`src/sv/asl_pkg.sv`:
```
`timescale 1ns / 1ps
// ----------------------------------------------------------------------------
// asl_pkg
// shared constants, register codes and item types of the slew limiter
// ----------------------------------------------------------------------------
package asl_pkg;

    localparam int AXES        = 8;
    localparam int SAMPLE_BITS = 12;
    localparam int AXIS_W      = 3;
    localparam int AXIS_IDX_W  = (AXES > 1) ? $clog2(AXES) : 1;
    localparam int REPORT_W    = 13;
    localparam int DZ_W        = 12;
    localparam int CNT_W       = 8;
    localparam int ACT_W       = 7;
    localparam int STEP_W      = 13;
    localparam int CFG_IDX_W   = 2;
    localparam int CFG_DATA_W  = 13;
    // working width for signed differences and candidates
    localparam int CALC_W = ((SAMPLE_BITS > REPORT_W) ? SAMPLE_BITS : REPORT_W) + 3;

    localparam logic [REPORT_W-1:0] CENTER_VALUE = REPORT_W'(2050);
    localparam logic [REPORT_W-1:0] REPORT_LIMIT = REPORT_W'(4096);

    localparam logic [DZ_W-1:0]         DZ_RESET     = DZ_W'(50);
    localparam logic signed [CNT_W-1:0] STATIC_RESET = -CNT_W'(10);
    localparam logic [ACT_W-1:0]        ACT_RESET    = ACT_W'(5);
    localparam logic [STEP_W-1:0]       STEP_RESET   = STEP_W'(100);

    localparam logic signed [CNT_W-1:0] CNT_MIN = {1'b1, {(CNT_W-1){1'b0}}};
    localparam logic signed [CNT_W-1:0] CNT_MAX = {1'b0, {(CNT_W-1){1'b1}}};

    typedef enum logic [CFG_IDX_W-1:0] {
        CFG_DEADBAND    = 2'd0,
        CFG_STATIC_THR  = 2'd1,
        CFG_ACTIVE_THR  = 2'd2,
        CFG_MAX_STEP    = 2'd3
    } t_cfg_idx;

    typedef struct packed {
        logic [DZ_W-1:0]         deadband;
        logic signed [CNT_W-1:0] static_threshold;
        logic [ACT_W-1:0]        active_threshold;
        logic [STEP_W-1:0]       max_step;
    } t_cfg;

    typedef struct packed {
        logic [AXIS_W-1:0]      axis;
        logic [SAMPLE_BITS-1:0] sample;
    } t_in_item;

    typedef struct packed {
        logic [AXIS_W-1:0]   axis_out;
        logic [REPORT_W-1:0] report;
        logic                moving;
    } t_out_item;

endpackage

```
`src/sv/asl_if.sv`:
```
`timescale 1ns / 1ps
// ----------------------------------------------------------------------------
// asl stream interfaces
// sample, result and configuration channels with valid/ready handshake
// ----------------------------------------------------------------------------
interface asl_in_if import asl_pkg::*; ();
    logic                   valid;
    logic                   ready;
    logic [AXIS_W-1:0]      axis;
    logic [SAMPLE_BITS-1:0] sample;

    modport source (output valid, output axis, output sample, input ready);
    modport sink   (input valid, input axis, input sample, output ready);
endinterface

interface asl_out_if import asl_pkg::*; ();
    logic                valid;
    logic                ready;
    logic [AXIS_W-1:0]   axis_out;
    logic [REPORT_W-1:0] report;
    logic                moving;

    modport source (output valid, output axis_out, output report, output moving, input ready);
    modport sink   (input valid, input axis_out, input report, input moving, output ready);
endinterface

interface asl_cfg_if import asl_pkg::*; ();
    logic                  valid;
    logic                  ready;
    logic [CFG_IDX_W-1:0]  index;
    logic [CFG_DATA_W-1:0] data;

    modport source (output valid, output index, output data, input ready);
    modport sink   (input valid, input index, input data, output ready);
endinterface

```
`src/sv/asl_cfg_regs.sv`:
```
`timescale 1ns / 1ps
// ----------------------------------------------------------------------------
// asl_cfg_regs
// configuration register file, written through the config channel
// ----------------------------------------------------------------------------
module asl_cfg_regs import asl_pkg::*; (
    input  logic                  i_clk,
    input  logic                  i_rst_n,
    input  logic                  i_wr_valid,
    output logic                  o_wr_ready,
    input  logic [CFG_IDX_W-1:0]  i_wr_index,
    input  logic [CFG_DATA_W-1:0] i_wr_data,
    output t_cfg                  o_cfg
);

    t_cfg r_cfg;
    t_cfg n_cfg;

    assign o_wr_ready = 1'b1;
    assign o_cfg      = r_cfg;

    always_comb begin
        n_cfg = r_cfg;
        if (i_wr_valid) begin
            unique case (t_cfg_idx'(i_wr_index))
                CFG_DEADBAND:   n_cfg.deadband         = i_wr_data[DZ_W-1:0];
                CFG_STATIC_THR: n_cfg.static_threshold = signed'(i_wr_data[CNT_W-1:0]);
                CFG_ACTIVE_THR: n_cfg.active_threshold = i_wr_data[ACT_W-1:0];
                CFG_MAX_STEP:   n_cfg.max_step         = i_wr_data[STEP_W-1:0];
                default:        n_cfg = r_cfg;
            endcase
        end
    end

    always_ff @(posedge i_clk) begin
        if (!i_rst_n) begin
            r_cfg.deadband         <= DZ_RESET;
            r_cfg.static_threshold <= STATIC_RESET;
            r_cfg.active_threshold <= ACT_RESET;
            r_cfg.max_step         <= STEP_RESET;
        end else begin
            r_cfg <= n_cfg;
        end
    end

endmodule

```
`src/sv/asl_in_reg.sv`:
```
`timescale 1ns / 1ps
// ----------------------------------------------------------------------------
// asl_in_reg
// input register stage; refills in the same cycle it hands its item on
// ----------------------------------------------------------------------------
module asl_in_reg import asl_pkg::*; (
    input  logic     i_clk,
    input  logic     i_rst_n,
    input  logic     i_valid,
    output logic     o_ready,
    input  t_in_item i_item,
    input  logic     i_advance,
    output logic     o_valid,
    output t_in_item o_item
);

    logic     r_valid;
    t_in_item r_item;
    logic     n_valid;

    assign o_ready = !r_valid || i_advance;
    assign n_valid = (r_valid && !i_advance) || i_valid;
    assign o_valid = r_valid;
    assign o_item  = r_item;

    always_ff @(posedge i_clk) begin
        if (!i_rst_n) begin
            r_valid <= 1'b0;
        end else begin
            r_valid <= n_valid;
        end
    end

    always_ff @(posedge i_clk) begin
        if (i_valid && o_ready) begin
            r_item <= i_item;
        end
    end

endmodule

```
`src/sv/asl_cond.sv`:
```
`timescale 1ns / 1ps
// ----------------------------------------------------------------------------
// asl_cond
// per-axis state and the activity / slew update for one sample
// ----------------------------------------------------------------------------
module asl_cond import asl_pkg::*; (
    input  logic      i_clk,
    input  logic      i_rst_n,
    input  logic      i_fire,
    input  t_in_item  i_item,
    input  t_cfg      i_cfg,
    output t_out_item o_res
);

    logic [REPORT_W-1:0]     r_last [AXES];
    logic signed [CNT_W-1:0] r_cnt  [AXES];
    logic [AXES-1:0]         r_mov;

    logic                     axis_ok;
    logic [AXIS_IDX_W-1:0]    idx;
    logic [REPORT_W-1:0]      last;
    logic signed [CNT_W-1:0]  cnt;
    logic signed [CALC_W-1:0] v_sample;
    logic signed [CALC_W-1:0] v_last;
    logic signed [CALC_W-1:0] v_step;
    logic signed [CALC_W-1:0] v_dz;
    logic signed [CALC_W-1:0] diff;
    logic signed [CALC_W-1:0] mag;
    logic signed [CALC_W-1:0] cand;
    logic                     quiet;
    logic signed [CNT_W-1:0]  cnt_dec;
    logic signed [CNT_W-1:0]  cnt_inc;
    logic signed [CNT_W-1:0]  cnt_new;
    logic                     mov_new;
    logic                     cand_ok;
    logic [REPORT_W-1:0]      last_new;

    assign axis_ok = (int'(i_item.axis) < AXES);
    assign idx     = i_item.axis[AXIS_IDX_W-1:0];
    assign last    = r_last[idx];
    assign cnt     = r_cnt[idx];

    assign v_sample = signed'({{(CALC_W-SAMPLE_BITS){1'b0}}, i_item.sample});
    assign v_last   = signed'({{(CALC_W-REPORT_W){1'b0}}, last});
    assign v_step   = signed'({{(CALC_W-STEP_W){1'b0}}, i_cfg.max_step});
    assign v_dz     = signed'({{(CALC_W-DZ_W){1'b0}}, i_cfg.deadband});

    assign diff  = v_sample - v_last;
    assign mag   = diff[CALC_W-1] ? -diff : diff;
    assign quiet = mag < v_dz;

    // saturating activity counter
    assign cnt_dec = (cnt != CNT_MIN) ? cnt - CNT_W'(1) : cnt;
    assign cnt_inc = (cnt != CNT_MAX) ? cnt + CNT_W'(1) : cnt;

    always_comb begin
        cnt_new = cnt_inc;
        mov_new = r_mov[idx];
        if (quiet) begin
            cnt_new = cnt_dec;
            if (cnt_dec <= i_cfg.static_threshold) begin
                cnt_new = '0;
                mov_new = 1'b0;
            end
        end else begin
            if (cnt_inc >= signed'({1'b0, i_cfg.active_threshold})) begin
                cnt_new = '0;
                mov_new = 1'b1;
            end
        end
    end

    // clamped step toward the sample
    always_comb begin
        priority if (diff > v_step) begin
            cand = v_last + v_step;
        end else if (diff < -v_step) begin
            cand = v_last - v_step;
        end else begin
            cand = v_sample;
        end
    end

    assign cand_ok  = !cand[CALC_W-1] &&
                      (cand <= signed'({{(CALC_W-REPORT_W){1'b0}}, REPORT_LIMIT}));
    assign last_new = (mov_new && cand_ok) ? cand[REPORT_W-1:0] : last;

    always_comb begin
        o_res.axis_out = i_item.axis;
        o_res.report   = axis_ok ? last_new : '0;
        o_res.moving   = axis_ok ? mov_new : 1'b0;
    end

    always_ff @(posedge i_clk) begin
        if (!i_rst_n) begin
            for (int i = 0; i < AXES; i++) begin
                r_last[i] <= CENTER_VALUE;
                r_cnt[i]  <= '0;
            end
            r_mov <= '0;
        end else if (i_fire && axis_ok) begin
            r_last[idx] <= last_new;
            r_cnt[idx]  <= cnt_new;
            r_mov[idx]  <= mov_new;
        end
    end

endmodule

```
`src/sv/axis_activity_slew_limiter_unit.sv`:
```
`timescale 1ns / 1ps
// ----------------------------------------------------------------------------
// axis_activity_slew_limiter_unit
// per-axis dead-zone activity detection and slew-limited reporting
// ----------------------------------------------------------------------------
// usage:
//   i_in   : one converter sample per transfer (axis index + sample)
//   o_out  : one result per sample (axis_out, report, moving), in order
//   i_cfg  : register writes (dead zone, static / active threshold, max step),
//            always ready; write only while the unit holds no item
// path: an accepted sample waits in the input register, then asl_cond
//   computes its result, which the result register offers at o_out
// throughput: one sample per cycle while o_out is not stalled; the
//   read-modify-write of the selected axis entry in asl_cond is combinational,
//   so back-to-back samples on the same axis see each other's update
// reset: synchronous, active low; every axis reports 2050, its activity
//   counter is zero and it is static; registers take their default values
// stall: while o_out.ready is low the result register holds, the input
//   register keeps one more sample, and i_in.ready drops after that
// ----------------------------------------------------------------------------
module axis_activity_slew_limiter_unit import asl_pkg::*; (
    input  logic      i_clk,
    input  logic      i_rst_n,
    asl_in_if.sink    i_in,
    asl_out_if.source o_out,
    asl_cfg_if.sink   i_cfg
);

    t_cfg      cfg;
    t_in_item  in_item;
    t_in_item  s1_item;
    logic      s1_valid;
    logic      s1_fire;
    t_out_item res;

    logic      r_out_valid;
    t_out_item r_out;

    asl_cfg_regs u_cfg (
        .i_clk      (i_clk),
        .i_rst_n    (i_rst_n),
        .i_wr_valid (i_cfg.valid),
        .o_wr_ready (i_cfg.ready),
        .i_wr_index (i_cfg.index),
        .i_wr_data  (i_cfg.data),
        .o_cfg      (cfg)
    );

    assign in_item.axis   = i_in.axis;
    assign in_item.sample = i_in.sample;

    // the held sample moves on whenever the result register is free or drained
    assign s1_fire = s1_valid && (!r_out_valid || o_out.ready);

    asl_in_reg u_in (
        .i_clk     (i_clk),
        .i_rst_n   (i_rst_n),
        .i_valid   (i_in.valid),
        .o_ready   (i_in.ready),
        .i_item    (in_item),
        .i_advance (s1_fire),
        .o_valid   (s1_valid),
        .o_item    (s1_item)
    );

    // axis state update happens on the same edge the result is registered
    asl_cond u_cond (
        .i_clk   (i_clk),
        .i_rst_n (i_rst_n),
        .i_fire  (s1_fire),
        .i_item  (s1_item),
        .i_cfg   (cfg),
        .o_res   (res)
    );

    // result register
    always_ff @(posedge i_clk) begin
        if (!i_rst_n) begin
            r_out_valid <= 1'b0;
        end else if (s1_fire) begin
            r_out_valid <= 1'b1;
        end else if (o_out.ready) begin
            r_out_valid <= 1'b0;
        end
    end

    always_ff @(posedge i_clk) begin
        if (s1_fire) begin
            r_out <= res;
        end
    end

    assign o_out.valid    = r_out_valid;
    assign o_out.axis_out = r_out.axis_out;
    assign o_out.report   = r_out.report;
    assign o_out.moving   = r_out.moving;

endmodule

```
`src/flat_wrapper.sv`:
```
// flat-port wrapper written by rule: the top's interface ports become plain ports
module axis_activity_slew_limiter_unit_flat import asl_pkg::*;
  (i_clk, i_rst_n, i_in_valid, i_in_axis, i_in_sample, i_in_ready, o_out_valid, o_out_axis_out, o_out_report, o_out_moving, o_out_ready, i_cfg_valid, i_cfg_index, i_cfg_data, i_cfg_ready);
  asl_in_if i_in_i ();
  asl_out_if o_out_i ();
  asl_cfg_if i_cfg_i ();
  input  logic i_clk;
  input  logic i_rst_n;
  input wire logic [$bits(i_in_i.valid)-1:0] i_in_valid;
  input wire logic [$bits(i_in_i.axis)-1:0] i_in_axis;
  input wire logic [$bits(i_in_i.sample)-1:0] i_in_sample;
  output wire logic [$bits(i_in_i.ready)-1:0] i_in_ready;
  output wire logic [$bits(o_out_i.valid)-1:0] o_out_valid;
  output wire logic [$bits(o_out_i.axis_out)-1:0] o_out_axis_out;
  output wire logic [$bits(o_out_i.report)-1:0] o_out_report;
  output wire logic [$bits(o_out_i.moving)-1:0] o_out_moving;
  input wire logic [$bits(o_out_i.ready)-1:0] o_out_ready;
  input wire logic [$bits(i_cfg_i.valid)-1:0] i_cfg_valid;
  input wire logic [$bits(i_cfg_i.index)-1:0] i_cfg_index;
  input wire logic [$bits(i_cfg_i.data)-1:0] i_cfg_data;
  output wire logic [$bits(i_cfg_i.ready)-1:0] i_cfg_ready;
  assign i_in_i.valid = i_in_valid;
  assign i_in_i.axis = i_in_axis;
  assign i_in_i.sample = i_in_sample;
  assign i_in_ready = i_in_i.ready;
  assign o_out_valid = o_out_i.valid;
  assign o_out_axis_out = o_out_i.axis_out;
  assign o_out_report = o_out_i.report;
  assign o_out_moving = o_out_i.moving;
  assign o_out_i.ready = o_out_ready;
  assign i_cfg_i.valid = i_cfg_valid;
  assign i_cfg_i.index = i_cfg_index;
  assign i_cfg_i.data = i_cfg_data;
  assign i_cfg_ready = i_cfg_i.ready;
  axis_activity_slew_limiter_unit u_core (.i_clk(i_clk), .i_rst_n(i_rst_n), .i_in(i_in_i), .o_out(o_out_i), .i_cfg(i_cfg_i));
endmodule
```
`config.mk`:
```
export PLATFORM = sky130hd
export DESIGN_NAME = axis_activity_slew_limiter_unit_flat
export DESIGN_NICKNAME = d
export VERILOG_FILES = /design/src/sv/asl_pkg.sv /design/src/sv/asl_if.sv /design/src/sv/asl_cfg_regs.sv /design/src/sv/asl_in_reg.sv /design/src/sv/asl_cond.sv /design/src/sv/axis_activity_slew_limiter_unit.sv /design/src/flat_wrapper.sv
export SDC_FILE = /design/constraint.sdc
export NUM_CORES = 1
export LEC_CHECK = 0
export BUFFER_PORTS_ARGS = -buffer_cell sky130_fd_sc_hd__buf_2
export CORE_MARGIN = 2
export CORE_UTILIZATION = 63
export CTS_CLUSTER_SIZE = 16
export DETAILED_ROUTE_END_ITERATION = 10
export PLACE_DENSITY = 0.81
export SLEW_MARGIN = 5
export SYNTH_ARGS = -nofsm -noshare
export SYNTH_HDL_FRONTEND = slang
export SYNTH_SLANG_ARGS = --single-unit
```
`constraint.sdc`:
```
create_clock -name i_clk -period 10 [get_ports i_clk]
set_input_delay 0 -clock i_clk [delete_from_list [all_inputs] [get_ports i_clk]]
set_output_delay 0 -clock i_clk [all_outputs]
set_load 0.05 [all_outputs]
```
==> impl_metrics.csv <==
group,metric,value,unit
place,dp_hpwl,29020,µm
sta,whs,33.52,ps
synthesis,syn_avg_cell_area,10.79,µm²
sta,timing.final.crit_period,8665,ps
detailed_routing,first_iter_violations,1429,
sta,final_max_slew_viol_count,0,
synthesis,synth_edf_count,200,
power,power.density,190.6,nW/µm²
cells_and_area,antenna_cells,0,
floorplanning,start_util,0.6417,
place,portBuffers,53,
clock_tree,path_clk_slew,60,ps
synthesis,synth_fp_nets,1578,
place,dp.cells,1770,
sta,setup_viol,0,
critical_path,startpoint_type,"flop",
synthesis,syn_area,15560,µm²
clock_tree,htree_levels,1,
synthesis,synthCells,1442,
floorplanning,dieArea,25970,µm²
floorplanning,ioPinCount,55,
detailed_routing,via_per_inst,6.559,
synthesis,synth_ff_type,"edfxtp_1",
critical_path,worstSetupPathType,"reg -> reg",
place,dpl-instance-area,16190,µm²
clock_tree,postCtsSetupBuffers,0,
detailed_routing,drcViolationCount,0,
clock_tree,cts_buffers,27,
critical_path,cp_slowest_cell,"dfxtp_2",
sta,max_freq,115.4,MHz
synthesis,synth-seq-area-share,0.4542,
critical_path,crit_buf_inv,2,
job,maxCapViolCount,0,
global_routing,grt-ovfl-total,0,
power,power,3307,µW
global_routing,track_usage,0.3363,
power,power_leakage,0.006630,µW
clock_tree,root_buffer,"clkbuf_16",
global_routing,grt_pass1_wl,66720,µm
critical_path,endpoint_kind,"flop",
floorplanning,core-area,24250,µm²
synthesis,synth_warnings,0,
power,ir_worst_vdd,0.2115,mV
clock_tree,clkLatencyLatePin,560,ps
global_routing,antenna_found_initial,0,
detailed_routing,routed_wl,43330,µm
cells_and_area,final_area,17350,µm²
global_routing,grt_pass1_vias,11883,
detailed_routing,drtPass1Iterations,8,
clock_tree,cts_tree,"yes",
sta,finalHoldViolations,0,
cells_and_area,final_nets,1644,
sta,max_slew_margin,0.2502,
critical_path,required,10290,ps
critical_path,worst-endpoint-arrival,8950,ps
detailed_routing,final_antenna_net_count,0,
run_status,outcome,"finished, final reports clean",
sta,skew,30.78,ps
synthesis,yosysUniqueCellTypes,93,
floorplanning,fp.dieW,161.2,µm
sta,rsz0062_at_grt,"no",
global_routing,grt_max_degree,56,
critical_path,crit_family,"compound AO/OA/AOI/OAI gates",
detailed_routing,vias,12153,
sta,final.setup.tns,0,ps
sta,period_share,0.8665,
synthesis,async_flop_share,0,
sta,worst_slew_pin_slew,1117,ps
detailed_routing,post_drt_wl_per_cell,23.38,µm
place,gp_congestion,1.021,
floorplanning,rows,57,
cells_and_area,final_cells,1853,
synthesis,synth_seq_cells,253,
clock_tree,clockBufferDepth,3,
cells_and_area,area_growth_syn_to_layout,11.50,%
cells_and_area,drive_gt1_frac,0.1550,
clock_tree,cts.sinks,253,
critical_path,crit_fanout,26,
critical_path,slowest_delay,940,ps
floorplanning,die_y,161.2,µm
min_path,hold_path_class,"in -> reg",
[cell type report]
class | count | area [µm²]
sequential | 253 | 7069
timing repair buffer | 101 | 708.2
tap | 324 | 405.4
inverter | 91 | 341.6
clock inverter | 8 | 62.56
clock buffer | 42 | 765.7
multi-input combinational | 1034 | 7996
fill | 1766 | 6899
[metrics by stage]
stage	worst slack (ps)	utilization
after floorplan	1977	-
after global placement	1700	0.6677
after detailed placement	1381	0.6677
after CTS	1349	0.7155
after global routing	658.9	0.7155
final	1335	0.7155
[synth_stat cells (11+ instances only)]
master / instances / share of area
ha_1: 98 / 0.079
o21ai_0: 42 / 0.014
mux4_2: 42 / 0.061
buf_1: 12 / 0.0029
xor2_1: 15 / 0.0084
o22ai_1: 11 / 0.0044
edfxtp_1: 200 / 0.39
inv_1: 91 / 0.022
a21o_1: 25 / 0.012
xnor2_1: 35 / 0.020
mux2_2: 18 / 0.013
a211oi_1: 17 / 0.0082
or2_2: 15 / 0.0060
nor3_1: 25 / 0.0080
o211ai_1: 17 / 0.0082
o21a_1: 11 / 0.0053
nand3_1: 40 / 0.013
a21boi_0: 30 / 0.014
a21oi_1: 101 / 0.032
mux2i_1: 23 / 0.015
nand4_1: 14 / 0.0056
o311ai_4: 11 / 0.019
nand2_1: 144 / 0.035
dfxtp_1: 53 / 0.068
clkbuf_1: 40 / 0.0096
nor2_1: 124 / 0.030
[flip-flops by register name, summed over array words and instances (netlist names), named ones only]
| name | flops |
|---|---|
| u_core.o_out.moving | 1 |
| u_core.u_in.o_valid | 1 |
| u_core.o_out.valid | 1 |
| u_core.u_cond.r_last | 104 |
| u_core.u_cfg.o_cfg | 40 |
| u_core.u_in.o_item | 15 |
| u_core.u_cond.r_mov | 8 |
| u_core.o_out.report | 13 |
| u_core.u_cond.r_cnt | 64 |
| u_core.o_out.axis_out | 3 |
[placed cells by master (no fill, tap or decap), types with 10 or more instances in the layout]
cell type      instances
nor2b_1               10
a211oi_1              17
buf_4                 15
mux2i_1               23
nand4_1               14
mux2_2                18
dlygate4sd3_1         33
edfxtp_1             200
nor2_1               124
nand3_1               40
a21oi_1              101
nand2_1              144
o21ai_0               36
ha_1                  98
xnor2_1               35
a21o_1                25
mux4_2                42
a21boi_0              30
o21a_1                11
buf_2                 53
o211ai_1              17
or2_2                 15
nor3_1                25
inv_1                 91
xor2_1                15
dfxtp_1               51
o22ai_1               11
o311ai_4              11
clkbuf_16             27
[logic make-up after synthesis]
family,Yosys count,share of synthesized area
xor gates and xnor gates,51,0.02959
DFF,253,0.4542
adders and majority gates,101,0.08266
AOI/OAI and AO/OA,362,0.1744
other,1,0.0002410
and+or+nand+nor,435,0.1307
muxes,84,0.08934
buffers and inverters,155,0.03892
[timing repair]
action | CTS | global route
gates resized for setup | 0 | 0
hold buffers | 33 | 0
hold endpoints to repair | 60 | 0
[report_power, final]
part	internal [µW]	switching, µW	total [µW]	leakage [µW]
Sequential	1190	36.7	1230	0.00242
Combinational	388	746	1130	0.00380
Clock	531	413	944	0.000411
Total	2110	1200	3310	0.00663
[worst min-delay path, cell delays in order]
cell and delay [ps]:
buf_2 100, buf_4 300, nand3_1 130
[layer usage]
metal  routed length [µm]  vias up  share of wire  global-route usage
li1                     -     5554              -                   -
met2                19870      690           0.46              0.5365
met1                17210     5801           0.40              0.4698
met3                 4704      108           0.11             0.06163
met5                    0        -              0                   0
met4                 1546        0          0.036              0.1132
[worst paths after layout]
kind	start	end	slack, ps	cells past startpoint
hold / removal	i_rst_n	u_core.u_cfg.o_cfg[13]	30	3
hold reg to reg	u_core.u_cfg.o_cfg[30]	u_core.u_cfg.o_cfg[30]	470	2
setup / recovery	flop	u_core.o_out.report[4]	1340	25
setup reg to reg	flop	u_core.o_out.report[4]	1340	25
Note: power is estimated with default switching activity, not from simulation.
